==> src/rtl/rid_pkg.sv <==
// Shared types and constants for the recent-id duplicate filter.
// No dependencies; imported by rid_cell, rid_scan and the top level.
`default_nettype none

package rid_pkg;

    localparam int ENTRIES_DEF  = 256;
    localparam int ID_BYTES_DEF = 8;
    localparam int MSG_ID_W     = 64;
    // Hit bits folded per scan cycle.
    localparam int GROUP_W      = 16;

    typedef struct packed {
        logic shift;    // take the neighbour's id
        logic compare;  // register the match against the query
    } cell_ctl_t;

    typedef struct packed {
        logic start;    // clear count and accumulator
        logic run;      // fold one group of hit bits
    } scan_ctl_t;

endpackage

`default_nettype wire

==> src/rtl/rid_cell.sv <==
// One storage cell of the id chain: holds an id, shifts it on, compares it.
// Depends on rid_pkg.
`default_nettype none

module rid_cell #(
    parameter int ID_W  = 64,
    parameter int FW    = 9,
    parameter int INDEX = 0
) (
    input  wire logic             clk,
    input  wire logic             rst_n,
    input  wire rid_pkg::cell_ctl_t ctl,
    input  wire logic [FW-1:0]    fill,
    input  wire logic [ID_W-1:0]  prev_id,
    input  wire logic [ID_W-1:0]  query,
    output logic      [ID_W-1:0]  id,
    output logic                  hit
);
    import rid_pkg::*;

    logic [ID_W-1:0] data_reg;
    logic            hit_reg;
    logic            valid;

    // Cell k holds the k-th most recent id; only the first fill cells count.
    assign valid = (FW'(INDEX) < fill);

    always_ff @(posedge clk)
    begin
        if (ctl.shift)
        begin
            data_reg <= prev_id;
        end
    end

    always_ff @(posedge clk or negedge rst_n)
    begin
        if (!rst_n)
        begin
            hit_reg <= 1'b0;
        end
        else if (ctl.compare)
        begin
            hit_reg <= valid && (data_reg == query);
        end
    end

    assign id  = data_reg;
    assign hit = hit_reg;

endmodule

`default_nettype wire

==> config.mk <==
export PLATFORM = sky130hd
export DESIGN_NAME = rid_cell
export DESIGN_NICKNAME = d
export VERILOG_FILES = /design/src/rtl/rid_pkg.sv /design/src/rtl/rid_cell.sv
export SDC_FILE = /design/constraint.sdc
export NUM_CORES = 1
export LEC_CHECK = 0
export BUFFER_PORTS_ARGS = -buffer_cell sky130_fd_sc_hd__buf_2
export CAP_MARGIN = 25
export CORE_ASPECT_RATIO = 0.5
export CORE_MARGIN = 5
export CORE_UTILIZATION = 43
export DETAILED_ROUTE_END_ITERATION = 8
export PLACE_DENSITY = 0.95
export SLEW_MARGIN = 15
export SYNTH_ARGS = -nofsm -noshare
export SYNTH_HDL_FRONTEND = slang
export SYNTH_SLANG_ARGS = --single-unit
==> constraint.sdc <==
create_clock -name clk -period 3.38 [get_ports clk]
set_input_delay 0.169 -clock clk [delete_from_list [all_inputs] [get_ports clk]]
set_output_delay 0.169 -clock clk [all_outputs]
set_load 0.02 [all_outputs]
* Word-level counts from Yosys, hierarchy flattened
Index checks and enable logic that the tools add are counted.
** Cells by class
- Order comparisons :: 1
- Equality and inequality tests :: 1
- Reductions and logical operators :: 1
** Operators with widths (count)
- == test 64 bit :: 1
- < comparator 1 x 9 -> 1 bit, first input constant :: 1
- logical AND 1 bit :: 1
** Word-level totals
- Flip-flop bits (word level) :: 65
- Input port bits :: 141
- Output and inout bits :: 65
- Word-level logic and storage cells :: 5

* Longest topological paths before layout
- Depth after elaboration :: 2
- Gate-level depth with buffers :: 5
- Mapped depth without buffers :: 5

* Worst setup path after synthesis
OpenSTA, ideal clock, no wires.
- Kind :: register to register
- Start point :: register data_reg[27], in the netlist id[27]
- End point :: register hit_reg, in the netlist hit
- Library setup time :: 101 ps
- Arrival time :: 1373 ps
- Data required time :: 3279 ps
- Slack :: 1906 ps
- Cell stages (with the launch flop) :: 6
- Buffers on the path :: 0
- Clock period less this slack :: 1474 ps
- Path through :: edfxtp_1 > xnor2_1 > nand4_1 > nor4_1 > nand4_1 > o32ai_1
** Between the ends
- Longest elaborated chain between the ends :: 2
** RTL lines
- start: declaration :: line rid_cell.sv:21 : logic [ID_W-1:0] data_reg;
- start signal: assignment :: line rid_cell.sv:32 : data_reg <= prev_id;
- == test 64 bit :: line rid_cell.sv:44 : hit_reg <= valid && (data_reg == query);
- logical AND 1 bit :: line rid_cell.sv:44
- end signal: assignment :: line rid_cell.sv:44
- end: declaration :: line rid_cell.sv:22 : logic hit_reg;
Every way passes these cells.
A chain may end at the register's enable or synchronous reset.

* Worst setup path after layout
- Start point :: register data_reg[11], in the netlist id[11]
- End point :: register hit_reg, in the netlist hit
The elaborated chain is that of the path after synthesis.

==> summary.md <==
| Metric | Value |
|---|---|
| Ratio of cells with drive above 1 in the final layout | between 50 and 60% |
| Clock transition at path regs | around 0.050 ns |
| H-tree Lvls | 3 |
| Worst-Margin Slew | between 0.6 and 0.7 ns |
| Fin Setup TNS | 0 ns |
| Seq cells post-synth | 65 |
| Setup crit end | hit |
| Core Rows | 20 |
| Final number of hold-violating endpoints | 0 |
| Crit path DAT | around 1.8 ns |
| Share of the synthesized area in the top cell type | between 70% and 80% |
| Worst reg2reg path endpoint | hit |
| Area contributors post-synth | edfxtp_1 71%, xnor2_1 13%, xor2_1 5.5% |
| Via density | about 4.7 |
| Pwr dens | ~560 nW/µm² |
| Placed instance area | between 3000 and 4000 µm² |
| Number of post-CTS setup repair buffers | 0 |
| Final core occ | 68.91% |
| Die width | ~120 µm |
| Crit path launch | id[11] |
| Worst-Skew Late Latency | 0.32 ns |
| Fraction of registers with async set/reset | between 1.5 and 2% |
| Area leader, netlist | edfxtp_1 |
| Max Root-Sink Buffers | 2 |
| Die Height | roughly 66 µm |
| GRT Residual Overflow | 0 |
| Slowest-stage cell, CP | edfxtp_1 |
| Largest net degree at the start of global routing | 35 |
| Hold buffers post-CTS | 1 |
| Drt pass-1 iters | 4 |
| Synth cell count leaders | 64 x edfxtp_1, 40 x xnor2_1, 17 x xor2_1 |
| Port-buffer cells | 205 |
| Worst Path Buf+Inv | 0 |
| Yosys cell types | 19 |
| FF-to-FF path depth | 5 |
| Peak supply drop | 0.4278 mV |
| R2R Path Start | id[11] |
| WL/cell | about 17 µm |
| Final worst path period share | 47.97% |
| Leakage power | about 1.8 nW |
| Crit-path cells | xnor2_1 > nand4_1 > nor4_1 > nand4_1 > o32ai_1 |
| Fin. max-slew vios | 0 |
| Required time of the critical path | around 3.6 ns |
| Clock tree sinks | 65 |
| DP Wirelength | about 6700 µm |
| Initial antenna violation count | 0 |
| Dpl ws | about 1.7 ns |
| Iteration-0 DRC count of the detailed router | 93 |
| Sequential area share after synthesis | 72.07% |
| # resized after CTS | 0 |
| Setup Crit Path Kind | flip-flop to flip-flop |
| Max reg flops | 64 |
| Die ar. | between 8000 and 9000 µm² |
| Mean Syn Cell Area | 16.67 µm² |
| Core area | approximately 6000 µm² |
| Area growth syn-to-layout | 55.12% |
| Mapped Nets | between 300 and 400 |
| Worst min path class | input pin to flip-flop |
| Status | finished, final reports clean |
| Highest Clock Rate | between 600 and 700 MHz |
| Critical path depth | 5 |
| Global-route wire length before repair | between 10000 and 15000 µm |
| Routability congestion estimate from global placement | 0.8316 |
| Hold WS | about 0.021 ns |
| Delay-heaviest family, CP | simple AND/OR/NAND/NOR gates |
| Vias in the first global route | 2284 |
| Skew final | about 0.0036 ns |
| Top-count cell post-synth | edfxtp_1 |
| Diode count | 0 |
| Slew HR | 56.78% |
| Post-synth EDFFs | 64 |
| Worst setup SP type | flip-flop |
| Post-synthesis cell count | 162 |
| Max FO, Critical Path | 2 |
| Vias | around 2200 |
| Yosys warns | 0 |
| ANT nets after route | 0 |
| Starting Density | between 40% and 50% |
| Routed wire length | roughly 7900 µm |
| CTS Buf Count | 9 |
| I/O Pins | 206 |
| Root buf cell | clkbuf_16 |
| TritonCTS clock tree | done |
| Flop2flop setup slack | 1.76 ns |
| Ys flop type | edfxtp_1 |
| Max-cap violations | 0 |
| Layout Nets | approximately 520 |
| Tmin final | around 1.6 ns |
| Tot GR Track Use | 19.44% |
| Worst setup margin | between 1.5 and 2 ns |
| Hold Path Stages | 1 |
| RSZ-0062 raised after global routing | no |
| CP most frequent cell | nand4_1 |
| Synthesized cell area | 2701 µm² |
| Final setup violating endpoints | 0 |
| Crit end category | flip-flop |
| Final instance area | about 4200 µm² |
| Drc violations | 0 |
| CP peak stage delay | 0.42 ns |
-- final cells by class --
class / count / area, µm²
Sequential cell: 65 / 1947
Fill cell: 448 / 1891
Timing Repair Buffer: 207 / 1044
Multi-Input combinational cell: 89 / 724.4
Clock buffer: 10 / 229.0
Tap cell: 88 / 110.1
Clock inverter: 6 / 106.4
Inverter: 8 / 30.03
-- where the power goes --
part | internal (W) | switching, W
registers | 0.000961 | 0.0000427
clock network | 0.000715 | 0.000304
logic | 0.000155 | 0.000184
-- worst min-delay path by stage --
stage | start | to
2_1_floorplan | rst_n | hit
3_3_place_gp | rst_n | hit
3_5_place_dp | rst_n | hit
4_1_cts | prev_id[46] | id[46]
5_1_grt | prev_id[54] | id[54]
6_report | prev_id[10] | id[10]
-- placed cells by master (no fill, tap or decap), types with 2 or more instances in the layout --
master	n
nor4_1	7
a221oi_1	2
xnor2_1	40
clkinv_1	2
inv_1	7
buf_2	205
clkbuf_16	9
o2bb2ai_1	2
bufinv_16	3
nand4_1	12
edfxtp_1	64
xor2_1	17
-- per-layer routing --
| layer | wire length [µm] | global-route usage [%] |
|---|---|---|
| met1 | 2808 | 20.25 |
| met2 | 4581 | 37.16 |
| met3 | 339 | 5.385 |
| met4 | 208 | 8.229 |
| met5 | 0 | 0 |
-- per-stage QoR --
| step | total power [W] | instances |
|---|---|---|
| after detailed placement | 0.001358 | 456 |
| after global placement | 0.001348 | 456 |
| final | 0.002362 | 473 |
| after global routing | 0.002454 | 473 |
| after CTS | 0.002381 | 473 |
| after floorplan | 0.001174 | 162 |
-- worst reg2reg max path, delay by kind of cell (launching register included) --
kind / cells / cell delay, ns
DFF: 1 / 0.42
xor gates and xnor gates: 1 / 0.17
AOI/OAI and AO/OA: 1 / 0.27
and+or+nand+nor: 3 / 0.66
-- cells by family (layout without fill, tap and decap cells) --
| kind of cell | Yosys count | in the layout | synth area share [%] |
|---|---|---|---|
| AOI/OAI and AO/OA | 9 | 9 | 2.687 |
| DFF | 65 | 65 | 72.07 |
| xor gates and xnor gates | 57 | 57 | 18.48 |
| and+or+nand+nor | 23 | 23 | 5.651 |
| buffers and inverters | 8 | 231 | 1.112 |
Note: power is estimated with default switching activity, not from simulation.
