$ cat src/rtl/rid_pkg.sv
// Shared types and constants for the recent-id duplicate filter.
// No dependencies; imported by rid_cell, rid_scan and the top level.
`default_nettype none

package rid_pkg;

    localparam int ENTRIES_DEF  = 256;
    localparam int ID_BYTES_DEF = 8;
    localparam int MSG_ID_W     = 64;
    // Hit bits folded per scan cycle.
    localparam int GROUP_W      = 16;

    typedef struct packed {
        logic shift;    // take the neighbour's id
        logic compare;  // register the match against the query
    } cell_ctl_t;

    typedef struct packed {
        logic start;    // clear count and accumulator
        logic run;      // fold one group of hit bits
    } scan_ctl_t;

endpackage

`default_nettype wire

$ cat src/rtl/rid_scan.sv
// Folds the per-cell hit bits into one flag, one group per cycle while run is set.
// Depends on rid_pkg.
`default_nettype none

module rid_scan #(
    parameter int GROUPS = 16
) (
    input  wire logic                           clk,
    input  wire logic                           rst_n,
    input  wire rid_pkg::scan_ctl_t             ctl,
    input  wire logic [GROUPS*rid_pkg::GROUP_W-1:0] hits,
    output logic                                last,
    output logic                                hit
);
    import rid_pkg::*;

    localparam int CW = (GROUPS > 1) ? $clog2(GROUPS) : 1;

    logic [CW-1:0] cnt_reg;
    logic [CW-1:0] cnt_next;
    logic          acc_reg;
    logic          acc_next;
    logic          group_hit;

    assign group_hit = |hits[int'(cnt_reg)*GROUP_W +: GROUP_W];

    always_comb
    begin
        cnt_next = cnt_reg;
        acc_next = acc_reg;
        if (ctl.start)
        begin
            cnt_next = '0;
            acc_next = 1'b0;
        end
        else if (ctl.run)
        begin
            cnt_next = cnt_reg + 1'b1;
            acc_next = acc_reg | group_hit;
        end
    end

    always_ff @(posedge clk or negedge rst_n)
    begin
        if (!rst_n)
        begin
            cnt_reg <= '0;
            acc_reg <= 1'b0;
        end
        else
        begin
            cnt_reg <= cnt_next;
            acc_reg <= acc_next;
        end
    end

    assign last = (cnt_reg == CW'(GROUPS - 1));
    assign hit  = acc_reg;

endmodule

`default_nettype wire

$ cat config.mk
export PLATFORM = sky130hd
export DESIGN_NAME = rid_scan
export DESIGN_NICKNAME = d
export VERILOG_FILES = /design/src/rtl/rid_pkg.sv /design/src/rtl/rid_scan.sv
export SDC_FILE = /design/constraint.sdc
export NUM_CORES = 1
export LEC_CHECK = 0
export ABC_CLOCK_PERIOD_IN_PS = 1650
export BUFFER_PORTS_ARGS = -buffer_cell sky130_fd_sc_hd__clkbuf_2
export CAP_MARGIN = 20
export CORE_AREA = 2 2 103 105
export CTS_CLUSTER_DIAMETER = 100
export CTS_CLUSTER_SIZE = 30
export DETAILED_ROUTE_END_ITERATION = 16
export DIE_AREA = 0 0 105 107
export PLACE_DENSITY_LB_ADDON = 0.05
export SLEW_MARGIN = 15
export SYNTH_ARGS = -nofsm -noshare
export SYNTH_HDL_FRONTEND = slang
export SYNTH_SLANG_ARGS = --single-unit
$ cat constraint.sdc
create_clock -name clk -period 1.65 [get_ports clk]
set_input_delay 0.0825 -clock clk [delete_from_list [all_inputs] [get_ports clk]]
set_output_delay 0.0825 -clock clk [all_outputs]
set_load 0.02 [all_outputs]
# Yosys cells after proc, flatten, opt, wreduce, memory -nomap -nowiden
# Cells that the tools add are included.
totals:
  regBits: 5
  in_bits: 260
op_classes:
  n_addsub: 1
  n_eq_ne: 1
  shifts: 1
  muxes: 4
  n_bitwise: 1
  reduce_logical: 2
ops:
  columns: ["operator", "n"]
  rows:
  - ["$shiftx A256 B9 Y16", 1]
  - ["$reduce_or A16 Y1", 1]
  - ["$mux W4", 2]
  - ["$add A4 B1 Y4 const B", 1]
  - ["$eq A4 B4 Y1 const B", 1]
  - ["$mux W1", 2]
  - ["$reduce_bool A2 Y1", 1]
  - ["$or A1 B1 Y1", 1]

# Longest topological paths before layout
# Gate-level depths: netlist of run 1.
depth:
  depth_word: 5
  mapped_depth: 8

# Worst setup path before layout of run 1
# Ideal clock, no wire load.
synth_path:
  kind: "reg2reg"
  from: "register cnt_reg[0]"
  to: "register acc_reg (netlist: hit)"
  arrival_ps: 1487
  slack_ps: 34
  path_stages_with_launch: 8
  synth_period_minus_slack_ps: 1616
  path_cell_list: "dfrtp_1 buf_6 nor4_2 nand3_1 a221oi_2 nor3_1 a211oi_2 o22ai_1"
synth_between:
  elab_chain_cells: 5
synth_rtl:
  columns: ["element", "line", "rtl"]
  rows:
  - ["from (decl)", "rid_scan.sv:19", "logic [CW-1:0] cnt_reg;"]
  - ["from (signal assigned)", "rid_scan.sv:52", "cnt_reg <= cnt_next;"]
  - ["$shiftx A256 B9 Y16", "rid_scan.sv:25", "assign group_hit = |hits[int'(cnt_reg)*GROUP_W +: GROUP_W];"]
  - ["$reduce_or A16 Y1", "rid_scan.sv:25", null]
  - ["$or A1 B1 Y1", "rid_scan.sv:39", "acc_next = acc_reg | group_hit;"]
  - ["$mux W1", "rid_scan.sv:36", "else if (ctl.run)"]
  - ["$mux W1", "rid_scan.sv:31", "if (ctl.start)"]
  - ["to (signal assigned)", "rid_scan.sv:53", "acc_reg <= acc_next;"]
  - ["to (decl)", "rid_scan.sv:21", "logic acc_reg;"]
# Every way passes these cells. The select of a mux whose other input is x is not followed.
# A chain may end at the register's enable or synchronous reset.

# Final worst setup path of run 1
# Ends and elaborated chain as after synthesis.

==> results.md, run 1 <==
- Core area: around 10000 um^2
- FF-to-FF End: hit
- Failing checks: negative setup slack
- Largest net degree at the start of global routing: 19
- Setup slack, reg-to-reg: -120 ps
- Clk buf depth: 2
- Clock-pin slew on the worst setup and hold paths: 40 ps
- Overflow after GRT: 0
- Initial DRC count: a little over 50
- Min Clock Period, post-route: 1770 ps
- Final setup viols: 1
- Die Wd: ~110 um
- DRC: 0
- # IOs: ~260
- CTS tree: done
- Total track usage: 0.126
- Number of global-route vias before repair: 2473
- VDD IR max: 0.139 mV
- Vias per inst: between 4 and 5
- Die Area: roughly 11000 um^2
- Post-Synthesis Cells: 150
- Slew HR: 0.729
- Vias: roughly 2300
- Pin slew with the least headroom to its limit: just over 400 ps
- Wirelength per Cell: roughly 14 um
- Max Cap Violations: 0
- FP Rows: 37
- Die height: 107 um
- RSZ-0062 raised after global routing: true
- FF/Latch Area: 126 um^2
- Count of cell types in the netlist: 29
- Avg Cell Area, Syn: between 6 and 7 um^2
- Max reg flops: 4
- H-tree Lvls: 1
- Crit path max fanout: 18
- Count of state elements after synthesis: 5
- Startpoint types: flop
- Slew Limit Fails: 0
- Hold_ws: roughly 110 ps
- CP Launch Point: cnt_reg[0]
- Starting Density: 0.102
- CP arrival: between 1500 and 2000 ps
- First-pass GRT wire length: 11300 um
- CP required: around 1700 ps
- Synth-to-Final Area Change: 158%
- Synth top area cells: nor4_1 22%, dfrtp_1 12%, nor3_1 10%
- Routed WL: ~7600 um
- Worst r2r src: cnt_reg[0]
- Hold WC Path Type: input port to flop
- Setup fix buffers added after clock tree synthesis: 0
- DRT antenna net count: 0
- Syn_nets: slightly above 400
- Routability Congestion: 0.740
- Post-Route Utilization: 0.264
- Initial antenna violation count: 0
- Met2 WL: about 4100 um
- Ys Warns: 0
- Drt first pass iters: 4
- Static Leakage: roughly 1.4 nW
- Critical path type: flop to flop
- Multi-input logic area: 930 um^2
- Tcrit/Tclk final: 1.07
- Status: finished, violations left
- Layout net count: just under 700
- Crit path capture type: flop
- Final Hold Fails: 0
- Hpwl dp: 7210 um
- Share of cells above drive strength 1: 0.683
- Clk sinks: 5
- Filler cells: between 1000 and 1500
- Routed wl met3: 693 um
- Syn Std Cell Area: ~1000 um^2
- Maximum clock frequency: 0.566 GHz
- Worst Setup EP: hit
- Antenna Cells: 0
- R2R depth: 7
- Area leader, netlist: nor4_1
- Setup ws final: -117 ps
- Port Buffers: approximately 260
- Num CTS Buffers: 3
- Clock Latency Late Sink: 220 ps
- Met1 WL: around 2500 um
- Uppermost routed layer: met4
- Setup Skew: roughly 1.2 ps
- Seq/Total Area, Yosys: 0.121
- Area share of the largest cell type after synthesis: 0.218
- Root Buffer: clkbuf_8
- Pwr/cell area: 311 nW/um^2
-- where the power goes --
| group | switching [W] | leakage [nW] | internal (W) | total [W] |
|---|---|---|---|---|
| clock network | 0.0000575 | 0.0228 | 0.000166 | 0.000223 |
| logic | 0.000170 | 1.30 | 0.000291 | 0.000461 |
| registers | 0.0000132 | 0.0652 | 0.000131 | 0.000144 |
| total | 0.000241 | 1.38 | 0.000588 | 0.000829 |
-- layer usage --
layer | global-route usage | up-vias
met5 | 0 | -
met4 | 0.0505 | 0
met3 | 0.0237 | 14
met2 | 0.261 | 142
met1 | 0.121 | 957
li1 | - | 1167
-- cells in the mapped netlist --
cell type and instances:
and3_1 1, a211oi_1 2, buf_4 1, o22ai_1 1
buf_6 1, o21ai_0 1, nand3b_1 1, mux4_2 1
a21oi_1 2, a22oi_1 5, buf_2 3, nor4b_1 9
dfrtp_1 5, nand4_1 13, xnor2_1 1, nor3_1 21
ha_1 1, nor4_1 36, a211oi_2 1, nand3_1 8
a2111oi_0 1, xor2_1 2, mux2i_1 1, nor4_2 1
a221oi_2 1, nor4b_2 2, nor2_1 21, inv_1 1
nand2_1 6
-- metrics by stage --
| step | power [W] | TNS (ps) | cells | setup WS (ps) | instance area [um^2] |
|---|---|---|---|---|---|
| after floorplan | 0.000243 | 0 | 150 | 33.6 | 1030 |
| after global placement | 0.000598 | -260 | 550 | -260 | 2550 |
| after detailed placement | 0.000598 | -367 | 550 | -367 | 2550 |
| after CTS | 0.000839 | -191 | 555 | -159 | 2640 |
| after global routing | 0.000897 | -371 | 555 | -245 | 2660 |
| final | 0.000829 | -117 | 555 | -117 | 2660 |
-- layout make-up --
class                   instances  area share
multi-input cells             139       0.349
clock buffers                   4      0.0169
repair buffers                270       0.521
inverters                       1     0.00141
flip-flops and latches          5      0.0474
well taps                     136      0.0639
-- cell usage in the layout (no fill, tap or decap), drive strengths merged, types with 2 or more instances in the layout --
cell type	count
clkbuf	265
nor4	37
nor2	21
nor3	21
nand4	13
nor4b	11
nand3	8
buf	8
nand2	6
a22oi	5
dfrtp	5
a211oi	3
xor2	2
a21oi	2
-- worst min path at each step --
stage	start	to	slack (ps)	cells past startpoint
detailed placement	rst_n	cnt_reg[2]	-90	1
global route	ctl[1]	cnt_reg[0]	130	2
finish	ctl[1]	cnt_reg[0]	110	2
CTS	ctl[1]	cnt_reg[0]	120	2
global placement	rst_n	cnt_reg[2]	-90	1
floorplan	rst_n	cnt_reg[0]	-210	0
-- cell families after synthesis --
| group | Yosys count | synth area share |
|---|---|---|
| fa+ha+maj | 1 | 0.0121 |
| buf+inv | 6 | 0.0364 |
| flops | 5 | 0.121 |
| xor+xnor | 3 | 0.0255 |
| simple gates | 119 | 0.667 |
| mux | 2 | 0.0315 |
| compound gates | 14 | 0.107 |
-- critical path, stage by stage (launching register included) --
cell and delay, ps:
dfrtp_2 450, buf_12 170, nor4_2 250, nand3_1 110, a221oi_2 260, nor3_1 90, a211oi_2 190, o22ai_1 100
-- what timing repair did --
| action | 4_1_cts | 5_1_grt |
|---|---|---|
| hold buffers | 1 | 0 |
| endpoints found under the setup margin | 2 | 2 |
| pin swaps | 5 | 1 |
| gates cloned | 0 | 0 |
| hold endpoints to repair | 5 | 0 |
| resized for setup | 7 | 4 |
Power figures use the tool's default switching activity.
==> run 2, diff against run 1 <==
REMOVE_ABC_BUFFERS = 1   (was default)
==> run 2 against run 1 <==
  * The run still ends with negative setup slack left
  * Hold slack better by 8.4 ps
  * Non-clock buffer count increased by 7
  * Critical endpoint unchanged
  * Routed wire length increased by 2.6%
  * Core utilization grew 1.7 points
  * Total power rose by 9.5%
  * Setup slack gained 2.8 ps
  * Largest cell class unchanged
==> results.md, run 2 (synthesis results as in run 1) <==
- Status: finished, violations left
- Failing checks: negative setup slack
- R2R depth: 7 (unchanged)
- Routability Congestion: 0.778 (+5.2%)
- CP arrival: 1860 ps (about the same)
- Clock-pin slew on the worst setup and hold paths: 40 ps (about the same)
- RSZ-0062 raised after global routing: true
- Die height: 107 um (unchanged)
- Commonest non-fill, non-tap cell in the layout: clkbuf_2
- Hpwl dp: 7020 um (-2.8%)
- Routed WL: 7760 um (+2.6%)
- FF/Latch Area: 126 um^2 (unchanged)
- Setup ws final: -115 ps (+2.81 ps)
- Total track usage: 0.124 (-0.00252)
- Static Leakage: 1.44 nW (+4.1%)
- Crit path largest cell delay: 470 ps (+20 ps)
- Layout net count: 688 (+1.0%)
- Max reg flops: 4 (unchanged)
- Met1 WL: 2650 um (+6.4%)
- Uppermost routed layer: met4
- Sw frac: 0.295 (+0.00491)
- Crit path capture type: flop
- Slew HR: 0.735 (+0.00564)
- Overflow after GRT: 0 (unchanged)
- DRC: 0 (unchanged)
- # IOs: 262 (unchanged)
- Drt first pass iters: 4 (unchanged)
- Pwr/cell area: 320 nW/um^2 (+3.0%)
- Clk sinks: 5 (unchanged)
- Internal power: 0.000639 W (+8.7%)
- CTS tree: done
- Setup TNS Final: -115 ps (+2.81 ps)
- Switching pwr: 0.000268 W (+11%)
- Multi-input logic area: 986 um^2 (+6.1%)
- H-tree Lvls: 1 (unchanged)
- Slowest stage cell, crit path: dfrtp_2
- Port Buffers: 261 (unchanged)
- Vias per inst: 4.09 (-0.42%)
- VDD IR max: 0.216 mV (+56%)
- Final setup viols: 1 (unchanged)
- Num CTS Buffers: 3 (unchanged)
- Die Area: 11200 um^2 (unchanged)
- DP Worst Slack: -242 ps (+125 ps)
- Min Clock Period, post-route: 1760 ps (-2.81 ps)
- Antenna Cells: 0 (unchanged)
- Share of power burned in registers: 0.160 (-0.014)
- Max Cap Violations: 0 (unchanged)
- CP required: 1740 ps (about the same)
- Setup slack, reg-to-reg: -110 ps (about the same)
- Largest net degree at the start of global routing: 18 (-1)
- Post-Route Utilization: 0.281 (+0.0167)
- Initial DRC count: 86 (+69%)
- Worst r2r src: cnt_reg[0]
- Crit path max fanout: 8 (-10)
- FF-to-FF End: hit
- Tcrit/Tclk final: 1.07 (-0.00171)
- Design Power: 0.000907 W (+9.5%)
- Hold_ws: 122 ps (+8.40 ps)
- Routed wl met3: 562 um (-19%)
- FP Rows: 37 (unchanged)
- Clk buf depth: 2 (unchanged)
- Number of global-route vias before repair: 2323 (-6.1%)
- Slew Limit Fails: 0 (unchanged)
- Hold WC Path Type: input port to flop
- Initial antenna violation count: 0 (unchanged)
- Pin slew with the least headroom to its limit: 394 ps (-8.38 ps)
- First-pass GRT wire length: 11100 um (-1.2%)
- Most frequent cells in the layout: 260 x clkbuf_2, 33 x nor4_1, 20 x nor2_1
- Maximum clock frequency: 0.567 GHz (+0.16%)
- Root Buffer: clkbuf_8
- Wirelength per Cell: 13.8 um (+1.4%)
- Combinational share of power: 0.592 (+0.035)
- Starting Density: 0.102 (unchanged)
- Core area: 10100 um^2 (unchanged)
- Synth-to-Final Area Change: 174%
- Filler cells: 1202 (+2.4%)
- Die Wd: 105 um (unchanged)
- Crit path cell chain: clkbuf_16 > nor4_1 > nand3_1 > a22oi_1 > nor3_2 > a211oi_2 > o22ai_1
- Critical path type: flop to flop
- Final Hold Fails: 0 (unchanged)
- Share of cells above drive strength 1: 0.702 (+0.0193)
- Worst Setup EP: hit
- DRT antenna net count: 0 (unchanged)
- Clock network power share: 0.248 (-0.021)
- CP Launch Point: cnt_reg[0]
- Startpoint types: flop
- Clock Latency Late Sink: 220 ps (about the same)
- Met2 WL: 4470 um (+7.8%)
- Vias: 2299 (+0.83%)
- Setup Skew: 4.59 ps (+3.35 ps)
## run 2: changes by cell type in the layout (fill, tap and decap cells not counted), sizes merged
cell / before / now
clkbuf: 265 / 266
buf: 8 / 14
## run 2: layout make-up
cell class                 count  share of cell area
timing repair buffer         277               0.530
multi-input combinational    139               0.348
tap                          136              0.0601
sequential                     5              0.0446
clock buffer                   4              0.0159
inverter                       1             0.00133
## run 2: timing repair
item	CTS	global route
cloned	0	2
pin swaps	2	16
setup endpoints to repair	1	1
setup buffers	1	3
resized for setup	3	26
hold buffers	1	0
hold endpoints to repair	5	0
## run 2: worst min-delay path by stage
stage | from | to | depth (start not counted) | slack, ps
global route | ctl[1] | cnt_reg[3] | 2 | 130
CTS | ctl[1] | cnt_reg[3] | 2 | 110
detailed placement | rst_n | cnt_reg[0] | 1 | -90
floorplan | rst_n | cnt_reg[0] | 0 | -210
global placement | rst_n | cnt_reg[2] | 1 | -90
finish | ctl[1] | cnt_reg[0] | 2 | 120
## run 2: critical path: cells and delay by family (launching register included)
kind / cells / cell delay (ps)
buffers and inverters: 1 / 200
and+or+nand+nor: 3 / 440
AOI/OAI and AO/OA: 3 / 520
DFF: 1 / 470
## run 2: routing by layer
layer  global-route usage  vias to the layer above
li1                     -                     1188
met1                0.128                      974
met2                0.259                      131
met3               0.0280                        6
met4               0.0105                        0
met5                    0                        -
## run 2: stage by stage
stage | std cells | cell area [um^2]
floorplan | 145 | 998
global placement | 551 | 2550
detailed placement | 551 | 2550
CTS | 557 | 2630
global route | 562 | 2830
finish | 562 | 2830
## run 2: power groups by stage
stage               sequential [W]  clock (W)  combinational, W
finish                    0.000145   0.000225          0.000537
global route              0.000146   0.000246          0.000595
CTS                       0.000139   0.000230          0.000475
detailed placement        0.000141          0          0.000466
global placement          0.000141          0          0.000466
floorplan                 0.000158          0         0.0000714
